## src/crwq_pkg.sv

```systemverilog
`timescale 1ns / 1ps
`default_nettype none

package crwq_pkg;

   localparam int TGT_W    = 5;
   localparam int VAL_W    = 8;
   localparam int DEV_W    = 7;
   localparam int REG_W    = 8;
   localparam int REQ_DATA_W = 16;
   localparam int RSP_DATA_W = 32;

   localparam logic [DEV_W-1:0] DEV_ADDR_0 = 7'h69;
   localparam logic [DEV_W-1:0] DEV_ADDR_1 = 7'h24;
   localparam logic [DEV_W-1:0] DEV_ADDR_2 = 7'h1e;

   // first target index of the second and third device
   localparam logic [TGT_W-1:0] DEV_1_BASE = 5'd4;
   localparam logic [TGT_W-1:0] DEV_2_BASE = 5'd11;

   typedef enum logic [1:0] {
      OP_WRITE = 2'd0,
      OP_FORCE = 2'd1,
      OP_DRAIN = 2'd2
   } op_type;

   typedef enum logic [2:0] {
      ST_QUEUED    = 3'd0,
      ST_DISCARDED = 3'd1,
      ST_INVALID   = 3'd2,
      ST_DRAINED   = 3'd3,
      ST_EMPTY     = 3'd4
   } status_type;

   typedef struct packed {
      logic [DEV_W-1:0] dev_addr;
      logic [REG_W-1:0] dev_reg;
   } map_type;

   function automatic map_type map_target(input logic [TGT_W-1:0] tgt);
      map_type m;
      logic [TGT_W-1:0] offs;
      if (tgt < DEV_1_BASE) begin
         m.dev_addr = DEV_ADDR_0;
         offs       = tgt;
      end else if (tgt < DEV_2_BASE) begin
         m.dev_addr = DEV_ADDR_1;
         offs       = tgt - DEV_1_BASE;
      end else begin
         m.dev_addr = DEV_ADDR_2;
         offs       = tgt - DEV_2_BASE;
      end
      m.dev_reg = {{(REG_W-TGT_W){1'b0}}, offs};
      return m;
   endfunction

endpackage

`default_nettype wire

```

## src/coalescing_register_write_queue.sv

```systemverilog
// Coalescing register write queue.
// req_ beats carry an operation in tuser (write if changed, forced write,
// drain) with a target index and a byte in tdata. Each accepted beat gives
// exactly one rsp_ beat: a status in tuser and, for a drain, the popped
// target, its device address, register number and current byte in tdata.
// A write (not forced) equal to the shadow byte is dropped, and a write to a
// target out of range is refused; otherwise the shadow byte is updated and
// the target joins the tail of the pending list unless it is already there,
// in which case it keeps its place and sends the new byte. A beat accepted
// into the input register moves on to the result register and so to rsp_.
// Throughput: one beat per cycle while rsp_ is not stalled; the shadow,
// flag and link updates all complete as a beat passes to the result register.
// A stalled rsp_ holds the result register; the input register then holds
// its beat and req_tready drops once it is full.
// Reset (synchronous, active high) empties the list, clears every shadow
// byte and leaves both registers empty.
`timescale 1ns / 1ps
`default_nettype none

module coalescing_register_write_queue
   import crwq_pkg::*;
#(
   parameter int NUM_TARGETS = 24
) (
   input  wire logic                  clock,
   input  wire logic                  reset,
   input  wire logic                  req_tvalid,
   output      logic                  req_tready,
   // [4:0] target_index, [12:5] write_value, [15:13] zero
   input  wire logic [REQ_DATA_W-1:0] req_tdata,
   // [1:0] operation
   input  wire logic [1:0]            req_tuser,
   output      logic                  rsp_tvalid,
   input  wire logic                  rsp_tready,
   // [4:0] out_target, [11:5] device_address, [19:12] device_register,
   // [27:20] out_value, [31:28] zero
   output      logic [RSP_DATA_W-1:0] rsp_tdata,
   // [2:0] status
   output      logic [2:0]            rsp_tuser
);

   localparam int IDX_W = (NUM_TARGETS > 1) ? $clog2(NUM_TARGETS) : 1;
   localparam logic [TGT_W:0] NUM_TGT = (TGT_W+1)'(NUM_TARGETS);

   // input register
   logic             in_valid_ff;
   logic [1:0]       op_ff;
   logic [TGT_W-1:0] tgt_ff;
   logic [VAL_W-1:0] val_ff;

   // result register
   logic                  out_valid_ff;
   logic [RSP_DATA_W-1:0] out_data_ff;
   logic [2:0]            out_status_ff;
   logic [RSP_DATA_W-1:0] out_data_in;
   logic [2:0]            out_status_in;

   // list state
   logic [VAL_W-1:0] shadow_ff [NUM_TARGETS];
   logic             queued_ff [NUM_TARGETS];
   logic [IDX_W-1:0] link_ff   [NUM_TARGETS];
   logic [IDX_W-1:0] head_ff, head_in;
   logic [IDX_W-1:0] tail_ff, tail_in;
   logic             nonempty_ff, nonempty_in;

   logic             advance, fire;
   logic             is_drain, is_write, tgt_ok;
   logic [IDX_W-1:0] tgt_idx, rd_idx;
   logic [VAL_W-1:0] shadow_rd;
   logic             queued_rd;
   logic             shadow_we, append, pop;
   map_type          head_map;

   assign advance    = !out_valid_ff || rsp_tready;
   assign fire       = in_valid_ff && advance;
   assign req_tready = !in_valid_ff || advance;

   assign is_drain = (op_ff == OP_DRAIN);
   assign is_write = (op_ff == OP_WRITE) || (op_ff == OP_FORCE);
   assign tgt_ok   = ({1'b0, tgt_ff} < NUM_TGT);
   assign tgt_idx  = tgt_ff[IDX_W-1:0];

   // one shared read port: the head for a drain, the target for a write
   assign rd_idx    = is_drain ? head_ff : tgt_idx;
   assign shadow_rd = shadow_ff[rd_idx];
   assign queued_rd = queued_ff[rd_idx];
   assign head_map  = map_target(TGT_W'(head_ff));

   always_comb begin
      shadow_we     = 1'b0;
      append        = 1'b0;
      pop           = 1'b0;
      out_status_in = ST_INVALID;
      out_data_in   = '0;
      if (is_drain) begin
         if (nonempty_ff) begin
            pop           = 1'b1;
            out_status_in = ST_DRAINED;
            out_data_in   = {{(RSP_DATA_W-TGT_W-DEV_W-REG_W-VAL_W){1'b0}},
                             shadow_rd, head_map.dev_reg, head_map.dev_addr,
                             TGT_W'(head_ff)};
         end else begin
            out_status_in = ST_EMPTY;
         end
      end else if (is_write && tgt_ok) begin
         if (op_ff == OP_WRITE && shadow_rd == val_ff) begin
            out_status_in = ST_DISCARDED;
         end else begin
            shadow_we     = 1'b1;
            append        = !queued_rd;
            out_status_in = ST_QUEUED;
         end
      end
   end

   always_comb begin
      head_in     = head_ff;
      tail_in     = tail_ff;
      nonempty_in = nonempty_ff;
      if (append) begin
         tail_in     = tgt_idx;
         nonempty_in = 1'b1;
         if (!nonempty_ff) begin
            head_in = tgt_idx;
         end
      end else if (pop) begin
         if (head_ff == tail_ff) begin
            nonempty_in = 1'b0;
         end else begin
            head_in = link_ff[head_ff];
         end
      end
   end

   always_ff @(posedge clock) begin
      if (reset) begin
         in_valid_ff <= 1'b0;
      end else if (req_tready) begin
         in_valid_ff <= req_tvalid;
      end
   end

   always_ff @(posedge clock) begin
      if (req_tready && req_tvalid) begin
         op_ff  <= req_tuser;
         tgt_ff <= req_tdata[TGT_W-1:0];
         val_ff <= req_tdata[TGT_W+VAL_W-1:TGT_W];
      end
   end

   always_ff @(posedge clock) begin
      if (reset) begin
         out_valid_ff <= 1'b0;
      end else if (advance) begin
         out_valid_ff <= in_valid_ff;
      end
   end

   always_ff @(posedge clock) begin
      if (fire) begin
         out_data_ff   <= out_data_in;
         out_status_ff <= out_status_in;
      end
   end

   always_ff @(posedge clock) begin
      if (reset) begin
         head_ff     <= '0;
         tail_ff     <= '0;
         nonempty_ff <= 1'b0;
      end else if (fire) begin
         head_ff     <= head_in;
         tail_ff     <= tail_in;
         nonempty_ff <= nonempty_in;
      end
   end

   always_ff @(posedge clock) begin
      if (reset) begin
         for (int i = 0; i < NUM_TARGETS; i++) begin
            shadow_ff[i] <= '0;
            queued_ff[i] <= 1'b0;
         end
      end else if (fire) begin
         if (shadow_we) begin
            shadow_ff[tgt_idx] <= val_ff;
         end
         if (append) begin
            queued_ff[tgt_idx] <= 1'b1;
         end else if (pop) begin
            queued_ff[head_ff] <= 1'b0;
         end
      end
   end

   // links need no reset: one is read only while its target is queued
   always_ff @(posedge clock) begin
      if (fire && append && nonempty_ff) begin
         link_ff[tail_ff] <= tgt_idx;
      end
   end

   assign rsp_tvalid = out_valid_ff;
   assign rsp_tdata  = out_data_ff;
   assign rsp_tuser  = out_status_ff;

endmodule

`default_nettype wire

```

## config.mk

```make
export PLATFORM = sky130hd
export DESIGN_NAME = coalescing_register_write_queue
export DESIGN_NICKNAME = d
export VERILOG_FILES = /design/src/crwq_pkg.sv /design/src/coalescing_register_write_queue.sv
export SDC_FILE = /design/constraint.sdc
export NUM_CORES = 1
export LEC_CHECK = 0
export BUFFER_PORTS_ARGS = -buffer_cell sky130_fd_sc_hd__buf_2
export CAP_MARGIN = 0
export CORE_MARGIN = 3
export CORE_UTILIZATION = 35
export CTS_CLUSTER_SIZE = 14
export DETAILED_ROUTE_END_ITERATION = 10
export PLACE_DENSITY = 0.48
export SLEW_MARGIN = 20
export SYNTH_ARGS = -nofsm -noshare
export SYNTH_HDL_FRONTEND = slang
export SYNTH_SLANG_ARGS = --single-unit
```

## constraint.sdc

```tcl
create_clock -name clock -period 5.4 [get_ports clock]
set_clock_uncertainty 0.15 [all_clocks]
set_input_delay 0.27 -clock clock [delete_from_list [all_inputs] [get_ports clock]]
set_output_delay 0.27 -clock clock [all_outputs]
set_load 0.01 [all_outputs]
```

==> impl_metrics.csv <==
group,metric,value,unit
synthesis,library_cell_with_the_highest_instance_count_after_synthesis,"edfxtp_1",
floorplanning,floorplan.initialDensity,35.6,%
synthesis,number_of_instances_in_the_synthesized_netlist,1820,
worst_hold_path,worstHoldPathCells,2,
synthesis,yosys_register_bits,467,
final_layout,multiInputGateArea,8840,sq um
floorplanning,core_area,66200,sq um
synthesis,synth_top_cell_by_area,"edfxtp_1",
timing,tightestPinTransition,1.12,ns
route,final_antenna_net_count,0,
pwr,power.leakage,9.29,nW
critical_path,reg2reg_depth,14,
synthesis,synth_flop_cell,"edfxtp_1",
route,avgViaCountPerCell,5.35,
clock_network,cts.sinks,467,
synthesis,synth.avg_cell_area,12.9,sq um
final_layout,num-fill-cells,6211,
critical_path,path_depth,14,
place,dp_slack,0.285,ns
synthesis,share_of_the_synthesized_area_in_the_top_cell_type,57.2,%
critical_path,crit_path_end_kind,"flip-flop",
route,routed_wl,66200,um
place,post-dp-hpwl,42600,um
clock_network,postCtsResizedCells,0,
place,port-buffer-count,48,
timing,grt_setup_unrepaired,"false",
floorplanning,die-width,265,um
timing,worst_slew_margin_rel,24.9,%
timing,min_period,5.12,ns
global_route,grt_use_total,18.7,%
route,drc,0,
clock_network,cts.reportedPaths.clkPinSlew,0.06,ns
timing,smallest_setup_slack_after_layout,0.276,ns
clock_network,worstSkewPairLatency,0.62,ns
timing,final.period_utilization,94.9,%
global_route,initial_antenna_violation_count,1,
synthesis,synthTopCellsByArea,"edfxtp_1 (57%), mux2i_1 (13%), nor2_1 (5.3%)",
final_layout,post_route_cells_drive_above_1_share,17.0,%
timing,setup_violations,0,
critical_path,worst_ep_required_time,5.46,ns
synthesis,synthTopCellsByCount,"edfxtp_1 (449), nor2_1 (332), mux2i_1 (308)",
critical_path,worstPathArrival,5.18,ns
clock_network,clock-root-buffer,"clkbuf_16",
timing,tns,0,ns
clock_network,tritoncts_clock_tree,"done",
pwr,p_per_area,317,nW/um^2
clock_network,number_of_buffers_on_the_longest_clock_path,3,
floorplanning,pin_count,59,
critical_path,critical_path.n_buffers_inverters,4,
final_layout,area_taken_by_flip_flops_and_latches,13800,sq um
synthesis,synthDistinctLibCells,80,
pwr,ir_worst_vdd,0.264,mV
timing,maxSlewViolCount,0,
floorplanning,rows,94,
synthesis,synth.yosys.warnings,0,
final_layout,final_nets,2010,
clock_network,h-tree-depth,2,
route,drt_first_pass_iters,7,
critical_path,slowest_delay,0.76,ns
worst_hold_path,hold_class,"in2reg",
critical_path,cp_cell_sequence,"nor2b_4 > buf_12 > buf_4 > mux2i_1 > o32ai_1 > o21ai_1 > and4_1 > mux2i_1 > a2111oi_4 > buf_4 > a21oi_4 > nand4_2 > buf_4 > o21bai_1",
final_layout,synthToLayoutAreaGrowth,15.8,%
route,vias,15400,
global_route,first_global_vias,15900,
clock_network,cts_buffers,51,
critical_path,crit_top_cell,"buf_4",
place,routabilityCongestion,0.802,
global_route,grt_pass1_wl,99600,um
critical_path,worst_path_dominant_cell_family,"compound AO/OA/AOI/OAI gates",
synthesis,netlist_area,23600,sq um
timing,maxClockFrequency,0.195,GHz
route,drt_iter0_drc,1071,
synthesis,asyncSetResetFlopFracSynth,0,%
run_status,result_of_the_run,"complete, no violations",
floorplanning,die_area,70500,sq um
synthesis,synth_sequential_area_ratio,58.7,%
global_route,grt_start_max_net_pins,51,
critical_path,timing.critical_path.slowest_stage_cell,"o21bai_1",
floorplanning,dieHeight,265,um
critical_path,setup.worst_path.class,"reg2reg",
final_layout,num_antenna_cells,0,
timing,final_hold_violation_count,0,
route,routedWlPerCell,22.9,um
global_route,global_route.overflow_total,0,
synthesis,synth_edf_count,449,
job,max_cap_violations,0,
critical_path,startpoint_type,"flip-flop",
critical_path,crit_path_max_fanout,22,
-- state kept, by name, indices dropped and copies added (netlist names), named ones only --
register     flops
rsp_tdata       23
val_ff           8
op_ff            2
nonempty_ff      1
tgt_ff           5
head_ff          5
link_ff        120
shadow_ff      256
in_valid_ff      1
rsp_tuser        3
rsp_tvalid       1
tail_ff          5
queued_ff       32
-- metrics by stage --
step	area (sq um)	hold WS [ns]	power, mW	utilization (%)	cells
after floorplan	23800	0.219	4.77	-	1890
after global placement	25400	0.298	5.08	38.3	2777
after detailed placement	25400	0.298	5.10	38.3	2777
after CTS	27300	0.184	8.74	41.2	2888
after global routing	27300	0.205	8.96	41.2	2888
final	27300	0.216	8.64	41.2	2888
-- repair_timing --
item,in CTS,in global routing
hold buffers,18,0
setup buffers,0,0
hold endpoints to repair,17,0
-- where the power goes --
group	leakage (nW)	internal (mW)	total (mW)	switching, mW
combinational	3.85	0.341	0.877	0.536
sequential	4.59	4.07	4.15	0.0785
clock	0.840	2.13	3.61	1.49
-- final cells by class --
class,count,area share [%]
Sequential cell,467,50.8
Multi-Input combinational cell,1242,32.4
Timing Repair Buffer,198,6.18
Clock buffer,59,4.79
Tap cell,864,3.96
Clock inverter,34,1.55
Inverter,24,0.330
-- per-layer routing --
metal | up-vias | part of all wire (%) | track usage, %
li1 | 7123 | - | -
met1 | 7812 | 43 | 24.8
met2 | 409 | 49 | 32.0
met3 | 104 | 5.0 | 2.90
met4 | 0 | 2.5 | 5.32
met5 | - | 0 | 0
-- cells by family after synthesis --
logic type / Yosys count / share of synthesized area, %
AOI/OAI and AO/OA: 222 / 7.77
muxes: 349 / 16.8
adders and majority gates: 4 / 0.212
buffers and inverters: 181 / 4.94
xor gates and xnor gates: 13 / 0.483
and+or+nand+nor: 583 / 11.1
DFF: 467 / 58.7
other: 1 / 0.0159
-- path summary, 6_finish.rpt --
check	from	endpoint	slack [ns]
worst max-delay path	op_ff[0]	shadow_ff[13][5]	0.28
worst min-delay path	req_tdata[8]	val_ff[3]	0.22
worst max register to register	op_ff[0]	shadow_ff[13][5]	0.28
worst min register to register	in_valid_ff	rsp_tvalid	0.37
-- cells in the final DEF, fill, tap and decap left out, drive strengths merged, types with 16 or more instances in the layout --
master	n
a211oi	34
a21oi	16
buf	180
clkbuf	59
clkinv	21
conb	71
dfxtp	18
dlygate4sd3	18
edfxtp	449
inv	26
mux2i	309
mux4	36
nand2	100
nand3	16
nor2	332
nor3	49
nor4	28
o21ai	29
o21bai	48
o32ai	52
(Power assumes the default switching activity.)
